--- config.mk ---
export PLATFORM = sky130hd
export DESIGN_NAME = xml_reference_decoder
export DESIGN_NICKNAME = d
export VERILOG_FILES = /design/src/rtl/xrd_pkg.sv /design/src/rtl/xrd_ref_acc.sv /design/src/rtl/xml_reference_decoder.sv
export SDC_FILE = /design/constraint.sdc
export NUM_CORES = 1
export LEC_CHECK = 0
export BUFFER_PORTS_ARGS = -buffer_cell sky130_fd_sc_hd__buf_2
export CAP_MARGIN = 20
export CORE_ASPECT_RATIO = 1.4
export CORE_MARGIN = 4
export CORE_UTILIZATION = 41
export CTS_CLUSTER_DIAMETER = 40
export DETAILED_ROUTE_END_ITERATION = 7
export PLACE_DENSITY = 0.7
export SLEW_MARGIN = 15
export SYNTH_ARGS = -nofsm -noshare
export SYNTH_HDL_FRONTEND = slang
export SYNTH_SLANG_ARGS = --single-unit
--- constraint.sdc ---
create_clock -name i_clk -period 5.67 [get_ports i_clk]
set_clock_uncertainty 0.05 [all_clocks]
set_input_delay 0.567 -clock i_clk [delete_from_list [all_inputs] [get_ports i_clk]]
set_output_delay 0.567 -clock i_clk [all_outputs]
set_load 0.01 [all_outputs]
--- src/rtl/xrd_pkg.sv ---
`default_nettype none
package xrd_pkg;

    localparam int WINDOW_DEF = 16;
    localparam int NUM_NAMES  = 5;

    localparam logic [7:0] CH_AMP   = 8'h26;
    localparam logic [7:0] CH_SEMI  = 8'h3B;
    localparam logic [7:0] CH_HASH  = 8'h23;
    localparam logic [7:0] CH_X     = 8'h78;
    localparam logic [7:0] CH_LT    = 8'h3C;
    localparam logic [7:0] CH_GT    = 8'h3E;
    localparam logic [7:0] CH_QUOT  = 8'h22;
    localparam logic [7:0] CH_APOS  = 8'h27;

    localparam logic [20:0] CP_MAX     = 21'h10FFFF;
    localparam logic [20:0] CP_SUR_LO  = 21'h00D800;
    localparam logic [20:0] CP_SUR_HI  = 21'h00DFFF;

    typedef enum logic [2:0] {
        NM_LT   = 3'd0,
        NM_GT   = 3'd1,
        NM_AMP  = 3'd2,
        NM_QUOT = 3'd3,
        NM_APOS = 3'd4
    } t_name;

    typedef struct packed {
        logic        ok;
        logic [20:0] cp;
        logic [2:0]  nb;
    } t_acc_stat;

    function automatic logic [7:0] name_char(input logic [2:0] id, input logic [1:0] pos);
        logic [31:0] s;
        begin
            unique case (id)
                NM_LT:   s = 32'h0000746C;
                NM_GT:   s = 32'h00007467;
                NM_AMP:  s = 32'h00706D61;
                NM_QUOT: s = 32'h746F7571;
                NM_APOS: s = 32'h736F7061;
                default: s = 32'h0;
            endcase
            name_char = s[{pos, 3'b000} +: 8];
        end
    endfunction

    function automatic logic [2:0] name_len(input logic [2:0] id);
        begin
            unique case (id)
                NM_LT, NM_GT:    name_len = 3'd2;
                NM_AMP:          name_len = 3'd3;
                NM_QUOT, NM_APOS: name_len = 3'd4;
                default:         name_len = 3'd0;
            endcase
        end
    endfunction

    function automatic logic [2:0] utf8_len(input logic [20:0] cp);
        begin
            if (cp < 21'h80) begin
                utf8_len = 3'd1;
            end else if (cp < 21'h800) begin
                utf8_len = 3'd2;
            end else if (cp < 21'h10000) begin
                utf8_len = 3'd3;
            end else begin
                utf8_len = 3'd4;
            end
        end
    endfunction

    function automatic logic [7:0] utf8_byte(input logic [20:0] cp, input logic [2:0] nb,
                                             input logic [1:0] idx);
        logic [7:0] b;
        logic [1:0] sh;
        begin
            sh = 2'(nb - 3'd1 - {1'b0, idx});
            b = 8'h80 | {2'b00, cp[{sh, 1'b0} * 3 +: 6]};
            if (idx == 2'd0) begin
                case (nb)
                    3'd1: b = cp[7:0];
                    3'd2: b = 8'hC0 | {3'b000, cp[10:6]};
                    3'd3: b = 8'hE0 | {4'b0000, cp[15:12]};
                    default: b = 8'hF0 | {5'b00000, cp[20:18]};
                endcase
            end
            utf8_byte = b;
        end
    endfunction

endpackage
`default_nettype wire

--- src/rtl/xrd_ref_acc.sv ---
`default_nettype none
module xrd_ref_acc
    import xrd_pkg::*;
#(
    parameter int AW = 5
) (
    input  wire logic          i_clk,
    input  wire logic          i_step,
    input  wire logic [7:0]    i_byte,
    input  wire logic [AW-1:0] i_k,
    input  wire logic [AW-1:0] i_count,
    output t_acc_stat          o_stat
);

    logic                 r_num;
    logic                 r_hex;
    logic                 r_bad;
    logic                 r_ndig;
    logic [20:0]          r_cp;
    logic [NUM_NAMES-1:0] r_m;

    logic        w_isdig;
    logic [3:0]  w_d;
    logic [24:0] n_cp;

    always_comb begin
        w_isdig = 1'b1;
        w_d     = 4'd0;
        if (i_byte >= 8'h30 && i_byte <= 8'h39) begin
            w_d = 4'(i_byte - 8'h30);
        end else if (r_hex && i_byte >= 8'h61 && i_byte <= 8'h66) begin
            w_d = 4'(i_byte - 8'h57);
        end else if (r_hex && i_byte >= 8'h41 && i_byte <= 8'h46) begin
            w_d = 4'(i_byte - 8'h37);
        end else begin
            w_isdig = 1'b0;
        end
        n_cp = (r_hex ? {r_cp, 4'b0000} : 25'(r_cp) * 25'd10) + 25'(w_d);
    end

    always_ff @(posedge i_clk) begin
        if (i_step) begin
            if (i_k == '0) begin
                r_num  <= (i_byte == CH_HASH);
                r_hex  <= 1'b0;
                r_bad  <= 1'b0;
                r_ndig <= 1'b0;
                r_cp   <= '0;
                for (int i = 0; i < NUM_NAMES; i++) begin
                    r_m[i] <= (i_byte == name_char(3'(i), 2'd0));
                end
            end else begin
                for (int i = 0; i < NUM_NAMES; i++) begin
                    r_m[i] <= r_m[i] && (i_k < AW'(name_len(3'(i))))
                              && (i_byte == name_char(3'(i), i_k[1:0]));
                end
                if (i_k == AW'(1) && i_byte == CH_X) begin
                    r_hex <= 1'b1;
                end else if (!r_bad) begin
                    if (!w_isdig || n_cp > 25'(CP_MAX)) begin
                        r_bad <= 1'b1;
                    end else begin
                        r_cp   <= n_cp[20:0];
                        r_ndig <= 1'b1;
                    end
                end
            end
        end
    end

    always_comb begin
        o_stat.ok = 1'b0;
        o_stat.cp = '0;
        if (r_num) begin
            o_stat.ok = !r_bad && r_ndig && r_cp != '0
                        && !(r_cp >= CP_SUR_LO && r_cp <= CP_SUR_HI);
            o_stat.cp = r_cp;
        end else begin
            for (int i = 0; i < NUM_NAMES; i++) begin
                if (r_m[i] && i_count == AW'(name_len(3'(i)))) begin
                    o_stat.ok = 1'b1;
                    unique case (3'(i))
                        NM_LT:   o_stat.cp = 21'(CH_LT);
                        NM_GT:   o_stat.cp = 21'(CH_GT);
                        NM_AMP:  o_stat.cp = 21'(CH_AMP);
                        NM_QUOT: o_stat.cp = 21'(CH_QUOT);
                        default: o_stat.cp = 21'(CH_APOS);
                    endcase
                end
            end
        end
        o_stat.nb = utf8_len(o_stat.cp);
    end

endmodule
`default_nettype wire

--- src/rtl/xml_reference_decoder.sv ---
// Flow: a plain byte passes the fetch, feed and emit states into a hold register and
// moves to the output register when the next byte is emitted or the transaction ends;
// a reference is decoded one buffered byte at a time, then emitted byte by byte.
// Only one transaction is taken at a time; a failed reference replays up to WINDOW
// buffered bytes through one read port. Output stalls hold the sequencer.
// Reset: synchronous, active low; clears the sequencer, pointers and output valid.
`default_nettype none
module xml_reference_decoder
    import xrd_pkg::*;
#(
    parameter int WINDOW = WINDOW_DEF
) (
    input  wire logic       i_clk,
    input  wire logic       i_rst_n,
    input  wire logic       s_axis_tvalid,
    output logic            s_axis_tready,
    input  wire logic [7:0] s_axis_tdata,   // in_byte
    input  wire logic       s_axis_tlast,   // in_end
    output logic            m_axis_tvalid,
    input  wire logic       m_axis_tready,
    output logic [7:0]      m_axis_tdata,   // out_byte
    output logic            m_axis_tlast,   // out_last
    output logic            m_axis_tuser    // out_string_end
);

    localparam int AW    = $clog2(WINDOW + 2);
    localparam int DEPTH = 1 << AW;

    typedef enum logic [2:0] {
        S_IDLE, S_FETCH, S_FEED, S_DREAD, S_DSTEP, S_DEVAL, S_EMIT, S_FINISH
    } t_state;

    t_state          r_state;
    logic [7:0]      r_mem [DEPTH];
    logic [7:0]      r_rdata;
    logic [AW-1:0]   r_s;
    logic [AW-1:0]   r_rd;
    logic [AW-1:0]   r_len;
    logic [AW-1:0]   r_k;
    logic [AW-1:0]   r_pc;
    logic            r_coll;
    logic            r_end;
    logic [20:0]     r_cp;
    logic [2:0]      r_nb;
    logic [1:0]      r_idx;
    logic            r_hold_v;
    logic [7:0]      r_hold;
    logic            r_ov;
    logic [7:0]      r_ob;
    logic            r_olast;
    logic            r_oend;

    logic [AW-1:0]   w_raddr;
    logic [AW-1:0]   w_pc;
    logic            w_push_ok;
    logic            w_load;
    logic [7:0]      w_ebyte;
    t_acc_stat       w_stat;

    assign w_pc      = r_rd - r_s;
    assign w_push_ok = !r_ov || m_axis_tready;
    assign w_load    = (r_state == S_EMIT || r_state == S_FINISH) && r_hold_v && w_push_ok;
    assign w_ebyte   = utf8_byte(r_cp, r_nb, r_idx);
    assign w_raddr   = (r_state == S_DREAD) ? r_s + r_k : r_rd;

    assign s_axis_tready = (r_state == S_IDLE);
    assign m_axis_tvalid = r_ov;
    assign m_axis_tdata  = r_ob;
    assign m_axis_tlast  = r_olast;
    assign m_axis_tuser  = r_oend;

    xrd_ref_acc #(.AW(AW)) u_acc (
        .i_clk   (i_clk),
        .i_step  (r_state == S_DSTEP),
        .i_byte  (r_rdata),
        .i_k     (r_k),
        .i_count (r_pc),
        .o_stat  (w_stat)
    );

    always_ff @(posedge i_clk) begin
        if (r_state == S_IDLE && s_axis_tvalid) begin
            r_mem[r_len] <= s_axis_tdata;
        end
        r_rdata <= r_mem[w_raddr];
    end

    always_ff @(posedge i_clk) begin
        if (!i_rst_n) begin
            r_state  <= S_IDLE;
            r_s      <= '0;
            r_rd     <= '0;
            r_len    <= '0;
            r_coll   <= 1'b0;
            r_hold_v <= 1'b0;
            r_ov     <= 1'b0;
            r_end    <= 1'b0;
            r_k      <= '0;
        end else begin
            if (w_load) begin
                r_ov <= 1'b1;
            end else if (r_ov && m_axis_tready) begin
                r_ov <= 1'b0;
            end
            unique case (r_state)
                S_IDLE: begin
                    if (s_axis_tvalid) begin
                        r_len   <= r_len + AW'(1);
                        r_end   <= s_axis_tlast;
                        r_state <= S_FETCH;
                    end
                end
                S_FETCH: begin
                    r_idx <= 2'd0;
                    r_nb  <= 3'd1;
                    if (r_rd != r_len) begin
                        r_state <= S_FEED;
                    end else if (r_end && r_coll) begin
                        r_cp    <= 21'(CH_AMP);
                        r_rd    <= r_s;
                        r_coll  <= 1'b0;
                        r_state <= S_EMIT;
                    end else begin
                        r_state <= S_FINISH;
                    end
                end
                S_FEED: begin
                    if (!r_coll) begin
                        r_rd <= r_rd + AW'(1);
                        if (r_rdata == CH_AMP) begin
                            r_coll  <= 1'b1;
                            r_s     <= r_rd + AW'(1);
                            r_state <= S_FETCH;
                        end else begin
                            r_cp    <= 21'(r_rdata);
                            r_state <= S_EMIT;
                        end
                    end else if (r_rdata == CH_SEMI) begin
                        r_pc <= w_pc;
                        r_k  <= '0;
                        if (w_pc == '0) begin
                            r_cp    <= 21'(CH_AMP);
                            r_rd    <= r_s;
                            r_coll  <= 1'b0;
                            r_state <= S_EMIT;
                        end else begin
                            r_state <= S_DREAD;
                        end
                    end else if ({1'b0, w_pc} + (AW+1)'(1) >= (AW+1)'(WINDOW)) begin
                        r_cp    <= 21'(CH_AMP);
                        r_rd    <= r_s;
                        r_coll  <= 1'b0;
                        r_state <= S_EMIT;
                    end else begin
                        r_rd    <= r_rd + AW'(1);
                        r_state <= S_FETCH;
                    end
                end
                S_DREAD: begin
                    r_state <= S_DSTEP;
                end
                S_DSTEP: begin
                    r_k     <= r_k + AW'(1);
                    r_state <= (r_k + AW'(1) == r_pc) ? S_DEVAL : S_DREAD;
                end
                S_DEVAL: begin
                    r_coll <= 1'b0;
                    if (w_stat.ok) begin
                        r_cp <= w_stat.cp;
                        r_nb <= w_stat.nb;
                        r_rd <= r_rd + AW'(1);
                    end else begin
                        r_cp <= 21'(CH_AMP);
                        r_nb <= 3'd1;
                        r_rd <= r_s;
                    end
                    r_state <= S_EMIT;
                end
                S_EMIT: begin
                    if (!r_hold_v || w_push_ok) begin
                        if (r_hold_v) begin
                            r_ob    <= r_hold;
                            r_olast <= 1'b0;
                            r_oend  <= 1'b0;
                        end
                        r_hold_v <= 1'b1;
                        r_hold   <= w_ebyte;
                        r_idx    <= r_idx + 2'd1;
                        if (3'(r_idx) + 3'd1 == r_nb) begin
                            r_state <= S_FETCH;
                        end
                    end
                end
                S_FINISH: begin
                    if (!r_hold_v) begin
                        r_state <= S_IDLE;
                    end else if (w_push_ok) begin
                        r_ob     <= r_hold;
                        r_olast  <= 1'b1;
                        r_oend   <= r_end;
                        r_hold_v <= 1'b0;
                        r_state  <= S_IDLE;
                    end
                end
                default: r_state <= S_IDLE;
            endcase
        end
    end

endmodule
`default_nettype wire

Yosys cells after proc, flatten, opt, wreduce, memory -nomap -nowiden
Memory sizes are Yosys's and may differ from the RTL's. A register that Yosys moved wholly into a read port is not among the register bits.
Cells that the tools add are included.
W data, S select, Z words.
- register bits: 106
- logic and storage cells: 306
- memories: 1
- RAM bits: 256
- memories (memory ; depth ; width ; rd ports ; clocked after Yosys merged registers in ; wr ports ; line ; source):
    r_mem ; 32 ; 8 ; 1 ; 1 ; 1 ; xml_reference_decoder.sv:34 ; logic [7:0] r_mem [DEPTH];
- order comparisons: 16
- shift operators: 6
- $mul: 2
- eq/ne operators: 48
- multiplexer cells: 126
- bitwise operators: 1
- reductions and logical operators: 68
- $add $sub $neg: 14
- operator list (operator ; number):
    $mux W32 ; 10
    $mux W21 ; 11
    $shiftx A32 B6 Y8 ; 5
    $mux W22 ; 6
    $mux W8 ; 14
    $eq A8 B8 Y1 ; 10
    $mux W3 ; 25
    $pmux W21 S3 ; 1
    $mux W5 ; 11
    $mux W1 ; 31
    $logic_and A1 B1 Y1 ; 30
    $add A25 B4 Y25 ; 1
    $gt A25 B21 Y1 const B ; 1
    $mux W25 ; 1
    $eq A8 B6 Y1 const B ; 3
    $mul A21 B3 Y24 const B ; 1
    $pmux W3 S8 ; 1
    $pmux W8 S3 ; 1
    $ge A21 B16 Y1 const B ; 1
    $le A21 B16 Y1 const B ; 1
    $lt A21 B12 Y1 const B ; 1
    $lt A21 B17 Y1 const B ; 1
    $lt A21 B8 Y1 const B ; 1
    $reduce_bool A21 Y1 ; 1
    54 further kinds ; 112

Depth between registers and ports, before layout
- depth after elaboration: 15
- mapped depth: 19

By module
From an unflattened synthesis, not the netlist that was laid out.
- cell total of the unflattened synthesis: 1685
- area total of the unflattened synthesis: 18893.1 µm²
- modules (own cells, without submodules) (module ; seq. area each (µm²) ; area an instance (µm²) ; cells an instance ; times used):
    xml_reference_decoder ; 9859.5 ; 14926.8 ; 1196 ; 1
    xrd_ref_acc ; 900.9 ; 3966.3 ; 489 ; 1

Least setup slack after synthesis
OpenSTA, ideal clock, no wires.
- path kind: reg-to-reg
- start: register u_acc.r_hex
- end: register u_acc.r_cp[0], enable pin
- path slack: 0.170 ns
- path buffers: 3
- period minus slack after synthesis: 5.500 ns
- arrival time: 5.034 ns
- stages on the path, launching flop included: 17
- path through: edfxtp_1 -> buf_2 -> buf_1 -> buf_1 -> nand4_1 -> o21ai_0 -> ha_1 -> a21o_1 -> a21oi_1 -> a21oi_1 -> nor2b_1 -> nand4_4 -> nor4_4 -> nand4_2 -> a2111oi_4 -> nor3_2 -> nor4_2
- longest elaborated chain between the ends: 10
- elaborated cells between the ends (all ways): 17
- those cells by class: 1 x add/sub; 1 x order compare; 1 x eq/ne; 7 x mux; 7 x reduce/logical
- RTL lines (element ; line ; source):
    start, declared ; xrd_ref_acc.sv:16 ; logic r_hex;
    start signal, assigned ; xrd_ref_acc.sv:45 ; r_hex <= 1'b0;
    start signal, assigned ; xrd_ref_acc.sv:58 ; r_hex <= 1'b1;
    $logic_and A1 B1 Y1 (2 in a row) ; xrd_ref_acc.sv:33 ; end else if (r_hex && i_byte >= 8'h41 && i_byte <= 8'h46) begin
    $mux W4 ; xrd_ref_acc.sv:33 ;
    $mux W4 ; xrd_ref_acc.sv:31 ; end else if (r_hex && i_byte >= 8'h61 && i_byte <= 8'h66) begin
    $mux W4 ; xrd_ref_acc.sv:29 ; if (i_byte >= 8'h30 && i_byte <= 8'h39) begin
    $add A25 B4 Y25 ; xrd_ref_acc.sv:38 ; n_cp = (r_hex ? {r_cp, 4'b0000} : 25'(r_cp) * 25'd10) + 25'(w_d);
    $gt A25 B21 Y1 ; xrd_ref_acc.sv:60 ; if (!w_isdig || n_cp > 25'(CP_MAX)) begin
    $logic_or A1 B1 Y1 (*) ; xrd_ref_acc.sv:60 ;
    $ne A2 B1 Y1 (no source line) (*) ; - ;
    $reduce_and A4 Y1 (no source line) (*) ; - ;
    end signal, assigned ; xrd_ref_acc.sv:63 ; r_cp <= n_cp[20:0];
    end, declared ; xrd_ref_acc.sv:19 ; logic [20:0] r_cp;
Mark *: on every way between the ends. The rest lies on a longest branch, timed or not.
A chain may end at the register's enable or synchronous reset.

Worst setup path after layout
- start: register r_rdata[0], read port of r_mem
- end: register u_acc.r_cp[4], enable pin
- longest elaborated chain between the ends: 11
- elaborated cells between the ends (all ways): 29
- those cells by class: 4 x add/sub; 7 x order compare; 3 x eq/ne; 6 x mux; 9 x reduce/logical
- RTL lines (element ; line ; source):
    start, declared ; xml_reference_decoder.sv:35 ; logic [7:0] r_rdata;
    $ge A8 B7 Y1 ; xrd_ref_acc.sv:33 ;
    $logic_and A1 B1 Y1 (2 in a row) ; xrd_ref_acc.sv:33 ;
    $mux W4 ; xrd_ref_acc.sv:33 ;
    $mux W4 ; xrd_ref_acc.sv:31 ;
    $mux W4 ; xrd_ref_acc.sv:29 ;
    $add A25 B4 Y25 ; xrd_ref_acc.sv:38 ;
    $gt A25 B21 Y1 ; xrd_ref_acc.sv:60 ;
    $logic_or A1 B1 Y1 ; xrd_ref_acc.sv:60 ;
    $ne A2 B1 Y1 (no source line) ; - ;
    $reduce_and A4 Y1 (no source line) (*) ; - ;
Marked as above.

==> results.rst <==
.. list-table::
   :header-rows: 1

   * - Metric
     - Value
   * - Post-synth cell types
     - 85
   * - Sequential cell fraction of total power
     - 0.406
   * - Routed wire length
     - 38,600 um
   * - Total number of vias
     - 11.3k
   * - Fillcell total
     - 3,836
   * - Async set-or-reset flop fraction in the synthesized netlist
     - 0
   * - Class of the most critical hold timing path
     - primary input to register
   * - Worst hold margin
     - roughly 0.23 ns
   * - Max-cap violations
     - 0
   * - Area of the core
     - about 44,000 um2
   * - Post-synthesis average cell area
     - 13.6 um2
   * - Psw
     - 2.72 mW
   * - CTS Hold Buffers Added
     - 0
   * - Final #Nets
     - between 1k and 1.5k
   * - Setup total negative slack
     - 0 ns
   * - Count of yosys warnings during synthesis
     - 0
   * - Number of port buffers
     - 24
   * - Number of DRC markers after the initial detailed-route iteration
     - 736
   * - Global-route wire length before repair
     - 61,800 um
   * - Wire length per cell after detailed routing
     - 19.8 um
   * - Final Slew Violations
     - 0
   * - Number of hold-slack violations in the final timing report
     - 0
   * - 1st-pass router iterations
     - 5
   * - Number of buffers created by CTS
     - 44
   * - Maximum cell stage delay along the critical path
     - 0.52 ns
   * - Maximum level of the CTS H-tree
     - 2
   * - Number of antenna violations at the first check in global routing
     - 0
   * - Number of vias per cell
     - 5.78
   * - Clock insertion delay at the later pin of the skew report
     - 0.55 ns
   * - Die Footprint
     - slightly below 50,000 um2
   * - Via count of the first global-routing pass
     - ~11k
   * - Setup Buffers After CTS
     - 0
   * - Overflow left after global routing
     - 0
   * - Worst slew margin
     - 0.282
   * - P_leak
     - 7.28 nW
   * - Die outline width
     - about 190 um
   * - Clock-pin slew on the worst setup and hold paths
     - 0.06 ns
   * - Height of the chip
     - approximately 260 um
   * - Post-synth top area share
     - 0.549
   * - Number of nets still failing antenna checks after routing
     - 0
   * - Routability-driven placement congestion ratio
     - 0.896
   * - Register area share after synthesis
     - 0.587
   * - Detail Placement HPWL
     - 27,100 um
   * - Clk pwr share
     - 0.330
   * - Ranking of synthesized cells by area
     - sky130_fd_sc_hd__edfxtp_1 55%, sky130_fd_sc_hd__mux4_2 8.2%, sky130_fd_sc_hd__ha_1 4.5%
   * - CTS tree
     - yes
   * - Fraction of power spent switching nets
     - 0.323
   * - Fraction of final layout cells sized beyond drive strength 1
     - 0.168
   * - Run status
     - finished, final reports clean
   * - Cell type contributing the most total cell area after synthesis
     - sky130_fd_sc_hd__edfxtp_1
   * - Placed Cells
     - 1,877
   * - Setup Viol. Count Final
     - 0
   * - Cell area after synthesis
     - 18,300 um2
   * - Clk sink count
     - 370
   * - Critical path fanouts, max
     - 22
   * - Global Route Usage Sum
     - 0.157
   * - Power density of the placed cells
     - 411 nW/um2
   * - Number of primary I/O pins
     - 25
   * - Class of the most critical setup path
     - register to register
   * - Final Instance Count excl. Fillers
     - roughly 2k
   * - Initial core utilization
     - 0.415
   * - Fmax
     - 191 MHz
   * - Synth-to-layout area growth
     - 11.8%
   * - CP required
     - 5.83 ns
   * - RSZ-0062 raised after global routing
     - false
   * - Clock Path Buffers
     - 3
   * - Synthesized Nets
     - 1,430
   * - Count of unresolved DRC violations after routing
     - 0
   * - Row cnt
     - 91
   * - Register bit total from synthesis
     - 370
   * - Int Power
     - 5.71 mW
   * - Number of gates given a new drive strength after cts
     - 0
   * - Gate count of the mapped netlist
     - 1,347
   * - Largest net degree at the start of global routing
     - 65
   * - Combinational share of power
     - 0.264
   * - CTS root buf
     - sky130_fd_sc_hd__clkbuf_16
   * - Final core utilization
     - 0.464
   * - Cell with the largest stage delay on the worst path
     - sky130_fd_sc_hd__dfxtp_1
   * - Count of flip-flops with a built-in enable after synthesis
     - 335
   * - Peak supply drop
     - 0.307 mV
   * - Share of the clock period used by the worst path after layout
     - 0.921
   * - Synth Flop Type
     - sky130_fd_sc_hd__edfxtp_1
   * - Clock period minus worst slack
     - 5.22 ns
   * - Critical Path AT
     - 5.38 ns
   * - Cells along the critical path
     - inv_1 > ha_1 > a32oi_1 > nand4_1 > nor2_1 > o21ai_0 > o21ai_1 > fa_1 > a21oi_1 > or2_2 > nor3_1 > and4_4 > nor4b_4 > nand3_1 > a22oi_1 > o22ai_1 > nor4_4 > buf_4
   * - Slew at the pin closest to its max-slew limit
     - 1.08 ns
   * - Crit end category
     - register
   * - Number of inserted diodes
     - 0
   * - Worst Setup Start Kind
     - register
==> cells by family (layout without fill, tap and decap cells) <==
group	after synthesis	count (layout)	share of synthesized area
adders and majority gates	70	70	0.0495
AOI/OAI and AO/OA	229	229	0.0844
and+or+nand+nor	405	405	0.115
muxes	129	129	0.119
xor gates and xnor gates	54	54	0.0258
buffers and inverters	90	139	0.0193
DFF	370	370	0.587
==> placed cells by master, fill, tap and decap left out, drive strengths merged, types with 10 or more instances in the layout <==
| master | n |
|---|---|
| nand2b | 13 |
| edfxtp | 335 |
| nor2b | 14 |
| mux2i | 39 |
| or3 | 10 |
| mux4 | 67 |
| nor2 | 127 |
| mux2 | 23 |
| clkinv | 10 |
| a21o | 20 |
| xor2 | 23 |
| clkbuf | 48 |
| nor3 | 34 |
| inv | 38 |
| nand4 | 18 |
| xnor2 | 31 |
| a21oi | 67 |
| buf | 33 |
| nand3 | 31 |
| o211ai | 15 |
| dfxtp | 35 |
| nand2 | 72 |
| and3 | 34 |
| ha | 66 |
| and2 | 12 |
| o21ai | 47 |
==> cell usage after synthesis, drive strengths merged, types with 15 or more instances <==
cell type,instances
o21ai,47
mux4,67
nor2,127
nand4,18
a21oi,67
o211ai,15
buf,18
nand2,72
xnor2,31
ha,66
clkbuf,43
and3,34
inv,28
a21o,20
dfxtp,35
xor2,23
nand3,31
edfxtp,335
nor3,34
mux2i,39
mux2,23
==> flip-flops by register name (all words and copies together), names as in the netlist, 8 cells and up <==
register,flops
m_axis_tdata,8
r_cp,21
r_hold,8
r_mem,256
r_rdata,8
u_acc.r_cp,21
==> worst paths after layout <==
kind	from	end	slack (ns)	depth (start not counted)
worst max register to register	r_rdata[0]$_DFF_P_	u_acc.r_cp[4]$_SDFFCE_PP0P_	0.45	18
worst min register to register	r_hold[7]$_SDFFCE_PN1P_	m_axis_tdata[7]$_DFFE_PP_	0.37	0
worst max-delay path	r_rdata[0]$_DFF_P_	u_acc.r_cp[4]$_SDFFCE_PP0P_	0.45	18
worst min-delay path	s_axis_tlast	r_end$_SDFFE_PN0P_	0.23	3
==> worst max-delay path, delay by kind of cell, from the launching register on <==
| family | cells | cell delay (ns) |
|---|---|---|
| and+or+nand+nor | 8 | 2.28 |
| DFF | 1 | 0.52 |
| buffers and inverters | 2 | 0.52 |
| adders and majority gates | 2 | 0.57 |
| AOI/OAI and AO/OA | 6 | 0.94 |
==> power groups by stage <==
stage | Clock (mW) | Sequential [mW] | Combinational (mW)
6_report | 2.78 | 3.42 | 2.23
5_1_grt | 2.95 | 3.44 | 2.46
4_1_cts | 2.83 | 3.41 | 2.22
3_5_place_dp | 0 | 3.47 | 2.21
3_3_place_gp | 0 | 3.46 | 2.17
2_1_floorplan | 0 | 3.33 | 1.76
==> cell type report <==
class                   count  area, um2  share of cell area
flip-flops and latches    370      10800               0.525
multi-input cells         887       7260               0.354
clock buffers              48       1120              0.0545
well taps                 558        698              0.0341
clock inverters            29        340              0.0166
repair buffers             33        200             0.00977
inverters                  29        109             0.00531
==> metal layers <==
layer	up-vias	GRT usage	share of wire
met5	-	0	0
met4	0	0.0637	0.037
met3	101	0.0235	0.044
met2	315	0.299	0.55
met1	5609	0.176	0.37
li1	5266	-	-
==> through the flow <==
step                      instance area [um2]  total power, mW  setup slack, ns
after floorplan                         18300             5.10            0.170
after global placement                  19000             5.63            0.793
after detailed placement                19000             5.68            0.537
after CTS                               20500             8.46            0.449
after global routing                    20500             8.85           0.0250
final                                   20500             8.42            0.445
Power figures use the tool's default switching activity.
